### config.mk
export PLATFORM = sky130hd
export DESIGN_NAME = ils_ctrl_flat
export DESIGN_NICKNAME = d
export VERILOG_FILES = /design/src/rtl/ils_pkg.sv /design/src/rtl/ils_cmd_if.sv /design/src/rtl/ils_rsp_if.sv /design/src/rtl/ils_ctrl.sv /design/src/flat_wrapper.sv
export SDC_FILE = /design/constraint.sdc
export NUM_CORES = 1
export LEC_CHECK = 0
export BUFFER_PORTS_ARGS = -buffer_cell sky130_fd_sc_hd__buf_4
export CORE_MARGIN = 2
export CORE_UTILIZATION = 50
export DETAILED_ROUTE_END_ITERATION = 10
export GPL_ROUTABILITY_DRIVEN = 0
export PLACE_DENSITY_LB_ADDON = 0.15
export SLEW_MARGIN = 20
export SYNTH_ARGS = -nofsm -noshare
export SYNTH_HDL_FRONTEND = slang
export SYNTH_SLANG_ARGS = --single-unit
### constraint.sdc
create_clock -name i_clk -period 9.4 [get_ports i_clk]
set_input_delay 0.47 -clock i_clk [delete_from_list [all_inputs] [get_ports i_clk]]
set_output_delay 0.47 -clock i_clk [all_outputs]
set_load 0.05 [all_outputs]
### src/rtl/ils_pkg.sv
// Shared types and codes for the indexed list store.
package ils_pkg;

    typedef enum logic [2:0] {
        CMD_GET    = 3'd0,
        CMD_SET    = 3'd1,
        CMD_INSERT = 3'd2,
        CMD_DELETE = 3'd3,
        CMD_FIND   = 3'd4,
        CMD_APPEND = 3'd5
    } t_cmd;

    typedef enum logic [1:0] {
        STS_OK      = 2'd0,
        STS_RANGE   = 2'd1,
        STS_FULL    = 2'd2,
        STS_MISSING = 2'd3
    } t_status;

    typedef enum logic [2:0] {
        COP_HOLD,
        COP_SET,
        COP_INSERT,
        COP_DELETE,
        COP_ROTATE
    } t_cell_op;

    typedef enum logic {
        ST_IDLE,
        ST_SCAN
    } t_state;

    localparam int unsigned VALUE_BITS = 32;
    localparam int unsigned INDEX_BITS = 8;
    localparam int unsigned FOUND_BITS = 6;
    localparam int unsigned COUNT_BITS = 7;

endpackage

### src/rtl/ils_cmd_if.sv
// Command channel carrying one list operation per word.
interface ils_cmd_if;
    logic              valid;
    logic              ready;
    logic [2:0]        command;
    logic signed [7:0] index;
    logic [31:0]       value;

    modport source (output valid, command, index, value, input ready);
    modport sink (input valid, command, index, value, output ready);
endinterface

### src/rtl/ils_rsp_if.sv
// Response channel carrying one result word per command.
interface ils_rsp_if;
    logic        valid;
    logic        ready;
    logic [1:0]  status;
    logic [31:0] read_value;
    logic [5:0]  found_index;
    logic [6:0]  count_after;

    modport source (output valid, status, read_value, found_index, count_after, input ready);
    modport sink (input valid, status, read_value, found_index, count_after, output ready);
endinterface

### src/rtl/ils_ctrl.sv
// Command decode, scan sequencer and response register of the list store.
module ils_ctrl
    import ils_pkg::*;
#(
    parameter int DEPTH     = 64,
    parameter int WORD_BITS = 32
) (
    input  logic                      i_clk,
    input  logic                      i_rst_n,
    ils_cmd_if.sink                   i_cmd,
    ils_rsp_if.source                 o_rsp,
    input  logic [WORD_BITS-1:0]      i_head,
    output t_cell_op                  o_op,
    output logic [$clog2(DEPTH)-1:0]  o_pos,
    output logic [$clog2(DEPTH)-1:0]  o_last,
    output logic [WORD_BITS-1:0]      o_word
);
    localparam int AW = $clog2(DEPTH);
    localparam int CW = $clog2(DEPTH + 1);
    localparam int PW = ((CW > INDEX_BITS) ? CW : INDEX_BITS) + 2;
    localparam logic [CW-1:0] FULL_COUNT = CW'(DEPTH);

    t_state               r_state;
    t_state               n_state;
    logic [CW-1:0]        r_count;
    logic [CW-1:0]        n_count;
    logic                 r_find;
    logic [AW-1:0]        r_pos;
    logic [WORD_BITS-1:0] r_word;
    logic [AW-1:0]        r_step;
    logic                 r_hit;
    logic [AW-1:0]        r_fidx;
    logic [WORD_BITS-1:0] r_rdata;
    logic                 r_rsp_valid;
    t_status              r_status;
    logic [31:0]          r_rd;
    logic [FOUND_BITS-1:0] r_fi;

    logic                 accept;
    logic [PW-1:0]        idx_ext;
    logic [PW-1:0]        count_ext;
    logic [PW-1:0]        pos_s;
    logic                 in_list;
    logic                 ins_ok;
    logic                 full;
    logic [WORD_BITS-1:0] word_in;
    logic [AW-1:0]        last_pos;
    logic                 start_scan;
    logic                 done_now;
    t_status              done_status;
    logic                 scan_last;
    logic                 hit_now;
    logic                 fin_hit;
    logic [AW-1:0]        fin_idx;
    logic [WORD_BITS-1:0] fin_data;

    assign i_cmd.ready = (r_state == ST_IDLE) && (!r_rsp_valid || o_rsp.ready);
    assign accept      = i_cmd.valid && i_cmd.ready;

    assign idx_ext   = {{(PW - INDEX_BITS){i_cmd.index[INDEX_BITS-1]}}, i_cmd.index};
    assign count_ext = PW'(r_count);
    assign pos_s     = idx_ext + (i_cmd.index[INDEX_BITS-1] ? count_ext : '0);
    assign in_list   = !pos_s[PW-1] && (pos_s < count_ext);
    assign ins_ok    = !pos_s[PW-1] && (pos_s <= count_ext);
    assign full      = (r_count == FULL_COUNT);
    assign word_in   = WORD_BITS'(i_cmd.value);
    assign last_pos  = AW'(r_count - 1'b1);

    assign scan_last = (r_step == last_pos);
    assign hit_now   = r_find && !r_hit && (i_head == r_word);
    assign fin_hit   = r_hit || hit_now;
    assign fin_idx   = r_hit ? r_fidx : r_step;
    assign fin_data  = (r_step == r_pos) ? i_head : r_rdata;

    always_comb begin
        n_state = r_state;
        unique case (r_state)
            ST_IDLE: begin
                if (start_scan) begin
                    n_state = ST_SCAN;
                end
            end
            ST_SCAN: begin
                if (scan_last) begin
                    n_state = ST_IDLE;
                end
            end
            default: begin
                n_state = ST_IDLE;
            end
        endcase
    end

    always_comb begin
        o_op        = COP_HOLD;
        o_pos       = AW'(pos_s);
        o_last      = last_pos;
        o_word      = word_in;
        start_scan  = 1'b0;
        done_now    = 1'b0;
        done_status = STS_OK;
        n_count     = r_count;
        if (r_state == ST_SCAN) begin
            o_op = COP_ROTATE;
        end else if (accept) begin
            unique case (t_cmd'(i_cmd.command))
                CMD_GET: begin
                    if (in_list) begin
                        start_scan = 1'b1;
                    end else begin
                        done_now    = 1'b1;
                        done_status = STS_RANGE;
                    end
                end
                CMD_SET: begin
                    done_now = 1'b1;
                    if (in_list) begin
                        o_op = COP_SET;
                    end else begin
                        done_status = STS_RANGE;
                    end
                end
                CMD_INSERT: begin
                    done_now = 1'b1;
                    if (!ins_ok) begin
                        done_status = STS_RANGE;
                    end else if (full) begin
                        done_status = STS_FULL;
                    end else begin
                        o_op    = COP_INSERT;
                        n_count = r_count + 1'b1;
                    end
                end
                CMD_DELETE: begin
                    done_now = 1'b1;
                    if (in_list) begin
                        o_op    = COP_DELETE;
                        n_count = r_count - 1'b1;
                    end else begin
                        done_status = STS_RANGE;
                    end
                end
                CMD_FIND: begin
                    if (r_count == '0) begin
                        done_now    = 1'b1;
                        done_status = STS_MISSING;
                    end else begin
                        start_scan = 1'b1;
                    end
                end
                CMD_APPEND: begin
                    done_now = 1'b1;
                    o_pos    = AW'(r_count);
                    if (full) begin
                        done_status = STS_FULL;
                    end else begin
                        o_op    = COP_INSERT;
                        n_count = r_count + 1'b1;
                    end
                end
                default: begin
                    done_now = 1'b1;
                end
            endcase
        end
    end

    always_ff @(posedge i_clk) begin
        if (!i_rst_n) begin
            r_state     <= ST_IDLE;
            r_count     <= '0;
            r_rsp_valid <= 1'b0;
        end else begin
            r_state <= n_state;
            r_count <= n_count;
            if (done_now || (r_state == ST_SCAN && scan_last)) begin
                r_rsp_valid <= 1'b1;
            end else if (o_rsp.ready) begin
                r_rsp_valid <= 1'b0;
            end
        end
    end

    always_ff @(posedge i_clk) begin
        if (start_scan) begin
            r_find <= (t_cmd'(i_cmd.command) == CMD_FIND);
            r_pos  <= AW'(pos_s);
            r_word <= word_in;
            r_step <= '0;
            r_hit  <= 1'b0;
        end else if (r_state == ST_SCAN) begin
            r_step  <= r_step + 1'b1;
            r_rdata <= fin_data;
            if (hit_now) begin
                r_hit  <= 1'b1;
                r_fidx <= r_step;
            end
        end
        if (done_now) begin
            r_status <= done_status;
            r_rd     <= '0;
            r_fi     <= '0;
        end else if (r_state == ST_SCAN && scan_last) begin
            if (r_find) begin
                r_status <= fin_hit ? STS_OK : STS_MISSING;
                r_rd     <= '0;
                r_fi     <= fin_hit ? FOUND_BITS'(fin_idx) : '0;
            end else begin
                r_status <= STS_OK;
                r_rd     <= 32'(fin_data);
                r_fi     <= '0;
            end
        end
    end

    assign o_rsp.valid       = r_rsp_valid;
    assign o_rsp.status      = r_status;
    assign o_rsp.read_value  = r_rd;
    assign o_rsp.found_index = r_fi;
    assign o_rsp.count_after = COUNT_BITS'(r_count);

`ifndef ASSERT_OFF
    a_count_bound: assert property (@(posedge i_clk) disable iff (!i_rst_n)
        r_count <= FULL_COUNT)
        else $error("Entry count exceeds capacity.");

    a_scan_blocks: assert property (@(posedge i_clk) disable iff (!i_rst_n)
        (r_state == ST_SCAN) |-> !i_cmd.ready)
        else $error("Command accepted during a scan.");

    a_scan_result: assert property (@(posedge i_clk) disable iff (!i_rst_n)
        (r_state == ST_SCAN && scan_last) |=> (r_rsp_valid && r_state == ST_IDLE))
        else $error("Scan ended without a result.");

    a_delete_count: assert property (@(posedge i_clk) disable iff (!i_rst_n)
        (accept && t_cmd'(i_cmd.command) == CMD_DELETE && in_list)
        |=> (r_count == CW'($past(r_count) - 1'b1)))
        else $error("Delete did not shrink the list.");
`endif
endmodule
### src/flat_wrapper.sv
// flat-port wrapper written by rule: the top's interface ports become plain ports
module ils_ctrl_flat import ils_pkg::*;
#(
    parameter int DEPTH     = 64,
    parameter int WORD_BITS = 32
)
  (i_clk, i_rst_n, i_head, o_op, o_pos, o_last, o_word, i_cmd_valid, i_cmd_command, i_cmd_index, i_cmd_value, i_cmd_ready, o_rsp_valid, o_rsp_status, o_rsp_read_value, o_rsp_found_index, o_rsp_count_after, o_rsp_ready);
  ils_cmd_if i_cmd_i ();
  ils_rsp_if o_rsp_i ();
  input  logic i_clk;
  input  logic i_rst_n;
  input  logic [WORD_BITS-1:0] i_head;
  output t_cell_op o_op;
  output logic [$clog2(DEPTH)-1:0] o_pos;
  output logic [$clog2(DEPTH)-1:0] o_last;
  output logic [WORD_BITS-1:0] o_word;
  input wire logic [$bits(i_cmd_i.valid)-1:0] i_cmd_valid;
  input wire logic [$bits(i_cmd_i.command)-1:0] i_cmd_command;
  input wire logic [$bits(i_cmd_i.index)-1:0] i_cmd_index;
  input wire logic [$bits(i_cmd_i.value)-1:0] i_cmd_value;
  output wire logic [$bits(i_cmd_i.ready)-1:0] i_cmd_ready;
  output wire logic [$bits(o_rsp_i.valid)-1:0] o_rsp_valid;
  output wire logic [$bits(o_rsp_i.status)-1:0] o_rsp_status;
  output wire logic [$bits(o_rsp_i.read_value)-1:0] o_rsp_read_value;
  output wire logic [$bits(o_rsp_i.found_index)-1:0] o_rsp_found_index;
  output wire logic [$bits(o_rsp_i.count_after)-1:0] o_rsp_count_after;
  input wire logic [$bits(o_rsp_i.ready)-1:0] o_rsp_ready;
  assign i_cmd_i.valid = i_cmd_valid;
  assign i_cmd_i.command = i_cmd_command;
  assign i_cmd_i.index = i_cmd_index;
  assign i_cmd_i.value = i_cmd_value;
  assign i_cmd_ready = i_cmd_i.ready;
  assign o_rsp_valid = o_rsp_i.valid;
  assign o_rsp_status = o_rsp_i.status;
  assign o_rsp_read_value = o_rsp_i.read_value;
  assign o_rsp_found_index = o_rsp_i.found_index;
  assign o_rsp_count_after = o_rsp_i.count_after;
  assign o_rsp_i.ready = o_rsp_ready;
  ils_ctrl #(.DEPTH(DEPTH), .WORD_BITS(WORD_BITS)) u_core (.i_clk(i_clk), .i_rst_n(i_rst_n), .i_cmd(i_cmd_i), .o_rsp(o_rsp_i), .i_head(i_head), .o_op(o_op), .o_pos(o_pos), .o_last(o_last), .o_word(o_word));
endmodule
==> results.toml <==
[power]
p_comb_frac = 0.149
pwr-share-seq = 0.420
switchingPower_uw = 416
internal_power_uw = 1190
peakVddDrop_uv = 142
power_frac_clock = 0.431
pwr_density_cell_nw_per_um2 = 184
power.leakage_uw = 0.00340
p_sw_frac = 0.260

[worst_setup_path]
slowest_stage = "dfxtp_1"
critical-path-top-delay-family = "compound AO/OA/AOI/OAI gates"
worst-path-stages = 17
critical_path.cell_chain = "inv_1 -> nor2_1 -> ha_1 -> inv_1 -> fa_1 -> nor2b_1 -> o21a_1 -> nor2_1 -> xnor2_1 -> ha_1 -> a41oi_1 -> o21ai_0 -> a2111oi_1 -> o2111ai_2 -> o221a_2 -> inv_1 -> buf_4"
path_buf_inv = 4
start_kind = "flip-flop"
required_ps = 8930
r2r_cells = 15
critPathMaxFanout = 10
crit_arrival_ps = 4850
criticalPathCategory = "reg -> out"
critPathMaxStageDelay_ps = 580
endpoint_kind = "output pin"
cpMostUsedCell = "inv_1"

[floorplan]
start_util = 0.517
dieArea_um2 = 14800
fp.coreArea_um2 = 13300
num_io_pins = 175
die_h_um = 122
die_width_um = 122
num_rows = 42

[final_layout]
n_antenna_cell = 0
post_layout_nonfiller_instances = 967
drive_gt1_frac = 0.319
regArea_um2 = 3450
area_delta_synth_final_pct = 26.0
fillCellCount = 1097
multi_input_area_um2 = 2970
fin_util = 0.652
nNetsFinal = 876

[detailed_routing]
route.detailed.drc = 0
wirelength_um = 17600
avgViaCountPerCell = 5.62
firstDrtPassIters = 5
drtIter0Drc = 463
ant_nets = 0
wl_per_cell_um = 18.2
vias = 5432

[synthesis]
synth-seq-cells = 133
ys_async_sr_fraction = 0
netlist_instances = 649
ys_types = 63
synth-main-ff-cell = "edfxtp_1"
postSynthAreaPerCell_um2 = 10.6
yosysSeqAreaShare = 0.500
synth-edff-count = 79
syn-cell-area_um2 = 6910
ys_warn_count = 0
syn_nets = 747

[place]
dpl.cell_count = 934
io_buffer_count = 174
hpwl_um = 12400

[clock_network]
htreeDepth = 4
path_clk_slew_ps = 60
cts_num_sinks = 133
cts_hold_buf = 0
root_buffer = "clkbuf_16"
clk_path_buf_depth = 2
post_cts_buffers = 0
numCtsBuffers = 17
cts_tree = "yes"
clk_latency_ps = 420
cts_resized = 0

[global_routing]
antenna_found_initial = 0
grt_pass1_vias = 5264
gr-usage-all-layers = 0.240
grt_max_degree = 48
grt_pass1_wl_um = 27200
grt_overflow = 0

[sta]
finalSetupViolations = 0
period_share = 0.566
tightest_slew_ps = 1110
rsz0062_at_grt = "false"
hold_slack_ps = 236
finalCriticalPeriod_ps = 5320
finalMaxSlewViolations = 0
relSlewSlack = 0.260
fmax_mhz = 188
tns_ps = 0
hold_violations = 0
skew_ps = 9.52

[worst_hold_path]
hold_class = "in -> reg"
holdPathStages = 1

[run_status]
status = "finished, final reports clean"

[job]
max-cap-violations = 0
-- per-stage QoR --
stage	worst slack (ps)	total power, uW	instance area (um^2)
finish	4080	1600	8700
CTS	4120	1610	8670
global placement	4560	912	8060
floorplan	3580	846	6910
detailed placement	4310	919	8060
global route	3650	1660	8700
-- cell type report --
class                   instances  share of cell area
clock buffers                  19              0.0498
well taps                     176              0.0253
clock inverters                13              0.0206
multi-input cells             425               0.341
repair buffers                179               0.157
inverters                      22             0.00949
flip-flops and latches        133               0.397
-- Yosys cell counts, drive strengths merged, types with 3 or more instances --
master	n	share of area
nor2b	5	0.0045
nor4	8	0.0072
nor3	11	0.010
mux2	41	0.067
buf	52	0.053
nand3	37	0.027
mux2i	10	0.014
a211oi	4	0.0043
o221ai	3	0.0038
clkbuf	17	0.0092
nor2	26	0.014
inv	21	0.011
ha	18	0.033
nand3b	4	0.0043
xnor2	18	0.023
nand4	16	0.014
o21ai	11	0.0080
edfxtp	79	0.34
nand2	74	0.040
xor2	42	0.053
o211ai	6	0.0065
a21oi	46	0.033
dfxtp	54	0.16
and3	3	0.0027
o21a	3	0.0033
nand2b	4	0.0036
-- cell families (layout without fill, tap and decap cells) --
family / Yosys count / count (layout) / share of synthesized area
muxes: 51 / 51 / 0.0813
buffers and inverters: 91 / 233 / 0.0741
DFF: 133 / 133 / 0.500
and+or+nand+nor: 201 / 201 / 0.143
xor gates and xnor gates: 61 / 61 / 0.0793
AOI/OAI and AO/OA: 93 / 93 / 0.0864
adders and majority gates: 19 / 19 / 0.0355
-- sequential cells by signal (all words and copies together), names as in the netlist, 2 cells and up --
register and cells:
u_core.o_rsp.count_after 7, u_core.o_rsp.found_index 6, u_core.o_rsp.read_value 32, u_core.o_rsp.status 2
u_core.r_fidx 6, u_core.r_pos 6, u_core.r_rdata 32, u_core.r_step 6
u_core.r_word 32
-- worst register-to-register path, delay by kind of cell, from the launching register on --
family	cells	cell delay, ps
flops	1	580
compound gates	5	1320
buf+inv	2	280
simple gates	4	1120
fa+ha+maj	3	910
xor+xnor	1	250
-- path summary, 6_finish.rpt --
path / from / to / slack, ps
min reg2reg: u_core.o_rsp.read_value[23]$_SDFFE_PN0P_ / u_core.o_rsp.read_value[23]$_SDFFE_PN0P_ / 450
max reg2reg: u_core.o_rsp.count_after[0]$_SDFFE_PN0P_ / u_core.r_word[12]$_DFFE_PP_ / 4520
min: i_cmd_value[5] / u_core.r_word[5]$_DFFE_PP_ / 240
max: u_core.o_rsp.count_after[0]$_SDFFE_PN0P_ / o_op[1] / 4080
-- layout by cell type, fill, tap and decap left out, drive strengths merged, types with 3 or more instances in the layout --
| master | count |
|---|---|
| a211oi | 4 |
| a21oi | 46 |
| and3 | 3 |
| buf | 179 |
| bufinv | 4 |
| clkbuf | 19 |
| clkinv | 7 |
| dfxtp | 54 |
| edfxtp | 79 |
| ha | 18 |
| inv | 23 |
| mux2 | 41 |
| mux2i | 10 |
| nand2 | 74 |
| nand2b | 4 |
| nand3 | 37 |
| nand3b | 4 |
| nand4 | 16 |
| nor2 | 26 |
| nor2b | 5 |
| nor3 | 11 |
| nor4 | 8 |
| o211ai | 6 |
| o21a | 3 |
| o21ai | 11 |
| o221ai | 3 |
| xnor2 | 18 |
| xor2 | 42 |
-- routing by layer --
metal,wire [um],GRT usage,up-vias
met4,244,0.0747,0
met2,8540,0.393,248
met5,0,0,-
met3,1410,0.0693,25
met1,7410,0.308,2611
li1,-,-,2548
-- power groups by stage --
stage	Combinational (uW)	Clock [uW]	Sequential, uW
after floorplan	176	0	669
final	238	690	673
after CTS	236	698	673
after global placement	229	0	684
after global routing	256	723	677
after detailed placement	235	0	685
(Power assumes the default switching activity.)
