`src/rtl/ils_pkg.sv`:
```
// Shared types and codes for the indexed list store.
package ils_pkg;

    typedef enum logic [2:0] {
        CMD_GET    = 3'd0,
        CMD_SET    = 3'd1,
        CMD_INSERT = 3'd2,
        CMD_DELETE = 3'd3,
        CMD_FIND   = 3'd4,
        CMD_APPEND = 3'd5
    } t_cmd;

    typedef enum logic [1:0] {
        STS_OK      = 2'd0,
        STS_RANGE   = 2'd1,
        STS_FULL    = 2'd2,
        STS_MISSING = 2'd3
    } t_status;

    typedef enum logic [2:0] {
        COP_HOLD,
        COP_SET,
        COP_INSERT,
        COP_DELETE,
        COP_ROTATE
    } t_cell_op;

    typedef enum logic {
        ST_IDLE,
        ST_SCAN
    } t_state;

    localparam int unsigned VALUE_BITS = 32;
    localparam int unsigned INDEX_BITS = 8;
    localparam int unsigned FOUND_BITS = 6;
    localparam int unsigned COUNT_BITS = 7;

endpackage

```
`src/rtl/ils_cell.sv`:
```
// One storage cell of the list chain; it holds a single entry.
module ils_cell
    import ils_pkg::*;
#(
    parameter int DEPTH     = 64,
    parameter int WORD_BITS = 32,
    parameter int IDX       = 0
) (
    input  logic                         i_clk,
    input  t_cell_op                     i_op,
    input  logic [$clog2(DEPTH)-1:0]     i_pos,
    input  logic [$clog2(DEPTH)-1:0]     i_last,
    input  logic [WORD_BITS-1:0]         i_word,
    input  logic [WORD_BITS-1:0]         i_left,
    input  logic [WORD_BITS-1:0]         i_right,
    input  logic [WORD_BITS-1:0]         i_head,
    output logic [WORD_BITS-1:0]         o_data
);
    localparam int AW = $clog2(DEPTH);
    localparam logic [AW-1:0] MY_POS = AW'(IDX);

    logic [WORD_BITS-1:0] r_data;
    logic [WORD_BITS-1:0] n_data;

    always_comb begin
        n_data = r_data;
        unique case (i_op)
            COP_SET: begin
                if (MY_POS == i_pos) begin
                    n_data = i_word;
                end
            end
            COP_INSERT: begin
                if (MY_POS == i_pos) begin
                    n_data = i_word;
                end else if (MY_POS > i_pos) begin
                    n_data = i_left;
                end
            end
            COP_DELETE: begin
                if (MY_POS >= i_pos) begin
                    n_data = i_right;
                end
            end
            COP_ROTATE: begin
                if (MY_POS == i_last) begin
                    n_data = i_head;
                end else if (MY_POS < i_last) begin
                    n_data = i_right;
                end
            end
            default: begin
                n_data = r_data;
            end
        endcase
    end

    always_ff @(posedge i_clk) begin
        r_data <= n_data;
    end

    assign o_data = r_data;
endmodule

```
`config.mk`:
```
export PLATFORM = sky130hd
export DESIGN_NAME = ils_cell
export DESIGN_NICKNAME = d
export VERILOG_FILES = /design/src/rtl/ils_pkg.sv /design/src/rtl/ils_cell.sv
export SDC_FILE = /design/constraint.sdc
export NUM_CORES = 1
export LEC_CHECK = 0
export BUFFER_PORTS_ARGS = -buffer_cell sky130_fd_sc_hd__buf_2
export CELL_PAD_IN_SITES_DETAIL_PLACEMENT = 0
export CELL_PAD_IN_SITES_GLOBAL_PLACEMENT = 1
export CORE_ASPECT_RATIO = 1.75
export CORE_UTILIZATION = 30
export DETAILED_ROUTE_END_ITERATION = 8
export PLACE_DENSITY = 0.87
export REMOVE_ABC_BUFFERS = 1
export SETUP_SLACK_MARGIN = 0.02
export SLEW_MARGIN = 20
export SYNTH_ARGS = -nofsm -noshare
export SYNTH_HDL_FRONTEND = slang
export SYNTH_SLANG_ARGS = --single-unit
```
`constraint.sdc`:
```
create_clock -name i_clk -period 5.8 [get_ports i_clk]
set_clock_uncertainty 0.15 [all_clocks]
set_input_delay 1.74 -clock i_clk [delete_from_list [all_inputs] [get_ports i_clk]]
set_output_delay 1.74 -clock i_clk [all_outputs]
set_load 0.02 [all_outputs]
```
==> metrics.log, run 1 <==
[metrics] num rows: 42
[metrics] vias: 2,738
[metrics] kind of start point of the critical path: input pin
[metrics] final total negative setup slack: 0 ns
[metrics] proportion of layout cells with a drive suffix above 1: 53.8%
[metrics] part of the total power dissipated in the clock network: 40.2%
[metrics] share of synthesized cell area in and, or, nand and nor gates: 14.8%
[metrics] dominant combinational cell family by area after synthesis: compound AO/OA/AOI/OAI gates
[metrics] setup repair after global routing missed its margin: no
[metrics] maximum vdd ir drop: 0.107 mV
[metrics] cell area after synthesis: 2310 µm²
[metrics] hold buffer count at cts: 0
[metrics] Seq pwr share: 36.9%
[metrics] outcome: finished clean
[metrics] largest cells by area after synthesis: sky130_fd_sc_hd__edfxtp_1 42%, sky130_fd_sc_hd__nand2_1 8.9%, sky130_fd_sc_hd__a222oi_1 8.2%, sky130_fd_sc_hd__a221oi_2 7.2%, sky130_fd_sc_hd__mux2_2 5.9%
[metrics] average wire per standard cell: 17.9 µm
[metrics] number of placed cells counting well taps: 476
[metrics] post-synthesis mux area share: 6.29%
[metrics] Post-Synthesis Cells: 232
[metrics] count of unique library cells instantiated by Yosys: 26
[metrics] Inserted Clock Buffers: 5
[metrics] reported max-cap violation count: 0
[metrics] Cells on Worst Hold Path: 3
[metrics] number of global-route vias before repair: 2,727
[metrics] CTS Root Cell: sky130_fd_sc_hd__clkbuf_16
[metrics] fraction of the cycle the final worst path needs: 71.2%
[metrics] maximum fanout along the worst path: 20
[metrics] critical path capture point type: flop
[metrics] switching power: 0.000198 W
[metrics] final max-slew violation count: 0
[metrics] total number of nets in the final design: 539
[metrics] arrival time reported for the critical path endpoint: 3.99 ns
[metrics] required time worst endpoint: 5.66 ns
[metrics] DRC Markers: 0
[metrics] Synth top area share: 41.6%
[metrics] quantity of I/O buffers inserted on ports: 175
[metrics] half-perimeter wire length of the detailed placement result: 6210 µm
[metrics] switching part of the total: 26.4%
[metrics] worst min path class: input pin to flop
[metrics] clock edge transition at the registers on the reported setup and hold paths: 0.05 ns
[metrics] Resize count post-CTS: 0
[metrics] Max-slew headroom: 36.0%
[metrics] proportion of synthesized flip-flops having asynchronous set or reset: 0%
[metrics] category of the most critical setup path: input pin to flop
[metrics] Final Hold Vio Count: 0
[metrics] Syn-to-layout area delta: 46.7%
[metrics] leading cell type by number of instances after synthesis: sky130_fd_sc_hd__nand2_1
[metrics] synthesized area per cell: 9.94 µm²
[metrics] measured slew at the worst slew-check pin: 0.957 ns
[metrics] detailed-router iteration count before antenna repair: 5
[metrics] synthesis-stage register bit count: 32
[metrics] Leakage Power: 1.53 nW
[metrics] antenna violations before repair: 0
[metrics] EDFF count, synth: 32
[metrics] dominant register cell in the synthesized netlist: sky130_fd_sc_hd__edfxtp_1
[metrics] list of most frequent post-synthesis cells: 55 x sky130_fd_sc_hd__nand2_1, 32 x sky130_fd_sc_hd__edfxtp_1, 19 x sky130_fd_sc_hd__a222oi_1
[metrics] logic gate share of total power: 22.9%
[metrics] Post-DRT Antenna Nets: 0
[metrics] Post CTS Setup Buffer Count: 0
[metrics] die area: 8060 µm²
[metrics] Clock Path Buffers: 2
[metrics] global-route wire length before repair: 12,800 µm
[metrics] Final Setup Violations: 0
[metrics] CTS tree: built
[metrics] number of non-filler instances in the completed layout: 484
[metrics] clock net sink count: 32
[metrics] cell area power density: 222 nW/µm²
[metrics] share of the synthesized area in compound gates (AO/OA/AOI/OAI): 32.5%
[metrics] Chip Height: 118 µm
[metrics] Inserted Diodes: 0
[metrics] GRT Residual Overflow: 0
[metrics] total I/O pin count: 176
[metrics] Starting Density: 30.7%
[metrics] synthesized-area fraction occupied by xor and xnor cells: 0%
[metrics] most area-hungry cell type in the Yosys netlist: sky130_fd_sc_hd__edfxtp_1
[metrics] violation count after the first detailed-routing iteration: 192
[metrics] Achievable Freq: 242 MHz
[metrics] final critical path time including I/O delays and setup: 4.13 ns
[metrics] pin count of the biggest net entering global routing: 32
[metrics] placeable core region: 7510 µm²
[metrics] warning count from the yosys run: 0
[metrics] WL final: 8660 µm
[metrics] Int Pwr: 0.000553 W
[metrics] flip-flop count of the largest register after layout: 32
[metrics] Synth Area in Adders: 0%
[metrics] mean number of vias per cell: 5.66
[metrics] Global Route Usage Sum: 21.3%
[metrics] H-tree depth reported by CTS: 2
[metrics] Seq/Total Area, Yosys: 41.6%
[metrics] Die X-Extent: 68.3 µm
[metrics] GP Congestion: 0.795
[final cells by class]
class | count | area, µm²
clock buffer | 6 | 129
clock inverter | 2 | 35.0
fill | 747 | 4130
multi-input combinational | 178 | 1250
sequential | 32 | 961
tap | 88 | 110
timing repair buffer | 178 | 898
[path summary, 6_finish.rpt]
path	from	slack (ns)	to
min	i_word[8]	1.58	o_data[8]
max	i_last[2]	1.67	o_data[4]
[routing by layer]
| layer | up-vias | wire [µm] | track usage, % |
|---|---|---|---|
| met1 | 1272 | 2870 | 20.0 |
| met2 | 157 | 4780 | 39.3 |
| li1 | 1281 | - | - |
| met4 | 0 | 342 | 13.8 |
| met3 | 28 | 670 | 3.29 |
| met5 | - | 0 | 0 |
[per-stage QoR]
stage / setup slack (ns) / hold WS, ns / cell area [µm²] / utilization (%) / total power (W)
floorplan: 1.45 / 1.77 / 2200 / - / 0.000361
finish: 1.67 / 1.58 / 3390 / 45.1 / 0.000751
detailed placement: 1.40 / 1.86 / 3220 / 42.8 / 0.000453
global route: 1.52 / 1.58 / 3390 / 45.1 / 0.000780
global placement: 1.49 / 1.86 / 3220 / 42.8 / 0.000450
CTS: 1.68 / 1.57 / 3380 / 45.0 / 0.000757
[logic make-up after synthesis]
kind of cell,Yosys count
muxes,13
AOI/OAI and AO/OA,84
DFF,32
buffers and inverters,22
and+or+nand+nor,81
[placed cells by master (no fill, tap or decap)]
master / count
sky130_fd_sc_hd__nand2b_1: 3
sky130_fd_sc_hd__edfxtp_1: 32
sky130_fd_sc_hd__o21a_1: 1
sky130_fd_sc_hd__a32o_1: 1
sky130_fd_sc_hd__nand2_1: 55
sky130_fd_sc_hd__mux2i_1: 1
sky130_fd_sc_hd__or4_4: 1
sky130_fd_sc_hd__a221oi_1: 1
sky130_fd_sc_hd__clkbuf_16: 5
sky130_fd_sc_hd__nor3_4: 1
sky130_fd_sc_hd__buf_2: 175
sky130_fd_sc_hd__a221oi_2: 11
sky130_fd_sc_hd__clkbuf_1: 1
sky130_fd_sc_hd__clkinv_2: 1
sky130_fd_sc_hd__buf_4: 3
sky130_fd_sc_hd__o21ai_0: 13
sky130_fd_sc_hd__a21boi_2: 1
sky130_fd_sc_hd__o211ai_1: 12
sky130_fd_sc_hd__nor2b_1: 1
sky130_fd_sc_hd__mux2_2: 12
sky130_fd_sc_hd__a22oi_1: 12
sky130_fd_sc_hd__a221o_1: 1
sky130_fd_sc_hd__nor2_1: 16
sky130_fd_sc_hd__nor4_1: 2
sky130_fd_sc_hd__a222oi_1: 19
sky130_fd_sc_hd__o221ai_1: 12
sky130_fd_sc_hd__nor2_4: 2
sky130_fd_sc_hd__bufinv_16: 1
[worst max-delay path: stages]
cell,delay (ns)
sky130_fd_sc_hd__buf_2,0.09
sky130_fd_sc_hd__nor4_1,0.26
sky130_fd_sc_hd__nand2_1,0.49
sky130_fd_sc_hd__a32o_1,0.63
sky130_fd_sc_hd__buf_4,0.29
sky130_fd_sc_hd__a222oi_1,0.35
sky130_fd_sc_hd__nand2_1,0.12
[power groups by stage]
stage / Combinational, W / Sequential [W] / Clock (W)
floorplan: 0.0000618 / 0.000299 / 0
finish: 0.000172 / 0.000277 / 0.000302
global route: 0.000188 / 0.000278 / 0.000314
global placement: 0.000168 / 0.000281 / 0
detailed placement: 0.000171 / 0.000282 / 0
CTS: 0.000172 / 0.000277 / 0.000308
(Power assumes the default switching activity.)
==> run 2: changes to the inputs <==
--- a/config.mk
+++ b/config.mk
@@ -5,13 +5,14 @@
 export SDC_FILE = /design/constraint.sdc
 export NUM_CORES = 1
 export LEC_CHECK = 0
+export ABC_AREA = 1
 export BUFFER_PORTS_ARGS = -buffer_cell sky130_fd_sc_hd__buf_2
 export CELL_PAD_IN_SITES_DETAIL_PLACEMENT = 0
 export CELL_PAD_IN_SITES_GLOBAL_PLACEMENT = 1
 export CORE_ASPECT_RATIO = 1.75
-export CORE_UTILIZATION = 30
+export CORE_UTILIZATION = 25
 export DETAILED_ROUTE_END_ITERATION = 8
-export PLACE_DENSITY = 0.87
+export PLACE_DENSITY = 0.78
 export REMOVE_ABC_BUFFERS = 1
 export SETUP_SLACK_MARGIN = 0.02
 export SLEW_MARGIN = 20
==> constraint.sdc (replaced) <==
create_clock -name i_clk -period 3.45 [get_ports i_clk]
set_clock_uncertainty 0.15 [all_clocks]
set_input_delay 1.035 -clock i_clk [delete_from_list [all_inputs] [get_ports i_clk]]
set_output_delay 1.035 -clock i_clk [all_outputs]
set_load 0.02 [all_outputs]
==> metrics.log, run 2 <==
[metrics] outcome: finished clean
[metrics] hold wc startpoint: i_word[13]
[metrics] category of the most critical setup path: input pin to flop
[metrics] placeable core region: 10,700 µm² (+42%)
[metrics] vias: 3,383 (+24%)
[metrics] cell area after synthesis: 2750 µm² (+19%)
[metrics] quantity of I/O buffers inserted on ports: 175 (unchanged)
[metrics] number of global-route vias before repair: 3,276 (+20%)
[metrics] flip-flop count of the largest register after layout: 32 (unchanged)
[metrics] Final Hold Vio Count: 0 (unchanged)
[metrics] maximum vdd ir drop: 0.164 mV (+53%)
[metrics] measured slew at the worst slew-check pin: 0.448 ns (-0.509 ns)
[metrics] dominant register cell in the synthesized netlist: sky130_fd_sc_hd__edfxtp_1
[metrics] Inserted Diodes: 0 (unchanged)
[metrics] most common library cell in the layout ignoring fill and taps: sky130_fd_sc_hd__buf_2
[metrics] final max-slew violation count: 0 (unchanged)
[metrics] Max-slew headroom: 70.1% (+34 points)
[metrics] sequence of cells on the critical path: buf_2, nor2_1, nand2_1, buf_4, inv_1, nand3_1, nand4_1
[metrics] Die X-Extent: 81.3 µm (+19%)
[metrics] part of the total power dissipated in the clock network: 35.3% (-4.9 points)
[metrics] clock edge transition at the registers on the reported setup and hold paths: 0.05 ns (about the same)
[metrics] logic gate share of total power: 25.3% (+2.4 points)
[metrics] half-perimeter wire length of the detailed placement result: 7750 µm (+25%)
[metrics] Seq/Total Area, Yosys: 35.0% (-6.7 points)
[metrics] largest cells by area after synthesis: sky130_fd_sc_hd__edfxtp_1 35%, sky130_fd_sc_hd__nand2_1 15%, sky130_fd_sc_hd__inv_1 13%, sky130_fd_sc_hd__nand3_1 12%, sky130_fd_sc_hd__nand4_1 8.2%
[metrics] cell with the largest stage delay on the worst path: sky130_fd_sc_hd__buf_4
[metrics] switching part of the total: 28.0% (+1.6 points)
[metrics] GP Congestion: 0.779 (-2.0%)
[metrics] EDFF count, synth: 32 (unchanged)
[metrics] Hold WS: 0.905 ns (-0.675 ns)
[metrics] cell area power density: 301 nW/µm² (+36%)
[metrics] critical path capture point type: flop
[metrics] Final Util: 36.9% (-8.2 points)
[metrics] Global Route Usage Sum: 17.2% (-4.1 points)
[metrics] global-route wire length before repair: 15,100 µm (+19%)
[metrics] Min-Delay Endpoint: o_data[13]
[metrics] final worst slack: 1.11 ns (-0.557 ns)
[metrics] Post-Synthesis Cells: 437 (+88%)
[metrics] total I/O pin count: 176 (unchanged)
[metrics] kind of start point of the critical path: input pin
[metrics] count of unique library cells instantiated by Yosys: 16 (-38%)
[metrics] Seq pwr share: 39.4% (+2.5 points)
[metrics] detailed-router iteration count before antenna repair: 4 (-1)
[metrics] highest-count cells in the layout ignoring fill and taps: 175 x sky130_fd_sc_hd__buf_2, 111 x sky130_fd_sc_hd__nand2_1, 93 x sky130_fd_sc_hd__inv_1, 64 x sky130_fd_sc_hd__nand3_1, 41 x sky130_fd_sc_hd__nor2_1
[metrics] die area: 11,400 µm² (+42%)
[metrics] Inserted Clock Buffers: 5 (unchanged)
[metrics] pin count of the biggest net entering global routing: 53 (+66%)
[metrics] crit-path max cell delay: 0.30 ns (-0.33 ns)
[metrics] average wire per standard cell: 13.2 µm (-26%)
[metrics] Final Setup Violations: 0 (unchanged)
[metrics] DRC Markers: 0 (unchanged)
[metrics] Int Pwr: 0.000853 W (+54%)
[metrics] switching power: 0.000333 W (+68%)
[metrics] Post-DRT Antenna Nets: 0 (unchanged)
[metrics] CTS tree: built
[metrics] warning count from the yosys run: 0 (unchanged)
[metrics] clock net sink count: 32 (unchanged)
[metrics] maximum fanout along the worst path: 21 (+5.0%)
[metrics] leading cell type by number of instances after synthesis: sky130_fd_sc_hd__nand2_1
[metrics] reported max-cap violation count: 0 (unchanged)
[metrics] total number of nets in the final design: 753 (+40%)
[metrics] final total negative setup slack: 0 ns (unchanged)
[metrics] H-tree depth reported by CTS: 2 (unchanged)
[metrics] proportion of synthesized flip-flops having asynchronous set or reset: 0% (unchanged)
[metrics] hold buffer count at cts: 0 (unchanged)
[metrics] proportion of layout cells with a drive suffix above 1: 34.3% (-20 points)
[metrics] Synth top area share: 35.0% (-6.7 points)
[metrics] Clock Path Buffers: 2 (unchanged)
[metrics] Post CTS Setup Buffer Count: 0 (unchanged)
[metrics] arrival time reported for the critical path endpoint: 2.20 ns (-1.79 ns)
[metrics] Buffers & Inverters on Critical Path: 3 (+1)
[metrics] Chip Height: 141 µm (+19%)
[metrics] worst min path class: input pin to flop
[metrics] worst setup slack before clock tree synthesis: 0.837 ns (-0.560 ns)
[metrics] cell area after placement: 3810 µm² (+18%)
[metrics] setup repair after global routing missed its margin: no
[metrics] num rows: 50 (+19%)
[metrics] antenna violations before repair: 0 (unchanged)
[metrics] Syn-to-layout area delta: 43.5%
[metrics] CTS Root Cell: sky130_fd_sc_hd__clkbuf_16
[metrics] family of cells with the greatest summed delay on the critical path: buffers and inverters
[metrics] fraction of the cycle the final worst path needs: 67.8%
[metrics] violation count after the first detailed-routing iteration: 113 (-41%)
[metrics] most area-hungry cell type in the Yosys netlist: sky130_fd_sc_hd__edfxtp_1
[metrics] Design Area, Final: 3940 µm² (+16%)
[metrics] Leakage Power: 2.16 nW (+41%)
[metrics] Achievable Freq: 428 MHz
[metrics] Resize count post-CTS: 0 (unchanged)
[metrics] synthesized area per cell: 6.29 µm² (-37%)
[metrics] final critical path time including I/O delays and setup: 2.34 ns
[metrics] Starting Density: 25.7% (-5.0 points)
[metrics] list of most frequent post-synthesis cells: 111 x sky130_fd_sc_hd__nand2_1, 93 x sky130_fd_sc_hd__inv_1, 64 x sky130_fd_sc_hd__nand3_1
[metrics] synthesis-stage register bit count: 32 (unchanged)
[metrics] required time worst endpoint: 3.31 ns (-2.35 ns)
[metrics] mean number of vias per cell: 4.57 (-19%)
[metrics] WL final: 9780 µm (+13%)
[metrics] Cells on Worst Hold Path: 3 (unchanged)
[metrics] GRT Residual Overflow: 0 (unchanged)
-- run 2: changes by cell type after synthesis, sizes merged, moves of 19 or more --
cell    before  now
a222oi      19    0
inv          0   94
nand2       55  112
nand3        0   66
nand4        0   36
nor2        18   48
-- run 2: power by group through the flow --
stage | Sequential, W | Clock (W) | Combinational, W
floorplan | 0.000504 | 0 | 0.000115
global placement | 0.000476 | 0 | 0.000297
detailed placement | 0.000476 | 0 | 0.000303
CTS | 0.000468 | 0.000429 | 0.000304
global route | 0.000469 | 0.000441 | 0.000335
finish | 0.000468 | 0.000418 | 0.000300
-- run 2: how the worst max path moves through the flow --
stage / start / to / depth (start not counted) / slack (ns)
detailed placement: i_op[0] / o_data[9] / 7 / 0.84
CTS: i_op[0] / o_data[9] / 7 / 1.12
global route: i_op[0] / o_data[1] / 7 / 0.96
finish: i_op[0] / o_data[9] / 7 / 1.11
floorplan: i_pos[5] / o_data[0] / 3 / -1.44
global placement: i_pos[2] / o_data[1] / 5 / 0.87
-- run 2: metrics by stage --
stage,std cells,power [W]
final,740,0.00119
after global routing,740,0.00125
after CTS,740,0.00120
after detailed placement,732,0.000778
after global placement,732,0.000773
after floorplan,411,0.000619
-- run 2: logic make-up (layout without fill, tap and decap cells) --
family | Yosys count | count (layout) | synth area share, %
AND/OR/NAND/NOR | 262 | 262 | 43.4
AO/OA/AOI/OAI | 23 | 23 | 4.19
buffers and inverters | 120 | 293 | 17.5
flip-flops | 32 | 32 | 35.0
-- run 2: metal layers --
| metal | up-vias | share of wire, % | GRT usage [%] |
|---|---|---|---|
| li1 | 1731 | - | - |
| met1 | 1512 | 38 | 18.2 |
| met2 | 126 | 55 | 33.5 |
| met3 | 14 | 5.4 | 2.46 |
| met4 | 0 | 1.8 | 4.98 |
| met5 | - | 0 | 0 |
-- run 2: cell type report --
type                       instances  area, µm²
multi-input combinational        285       1320
timing repair buffer             191       1010
inverter                          94        353
sequential                        32        961
clock inverter                     1       3.75
fill                            1199       6760
clock buffer                       7        133
tap                              130        163
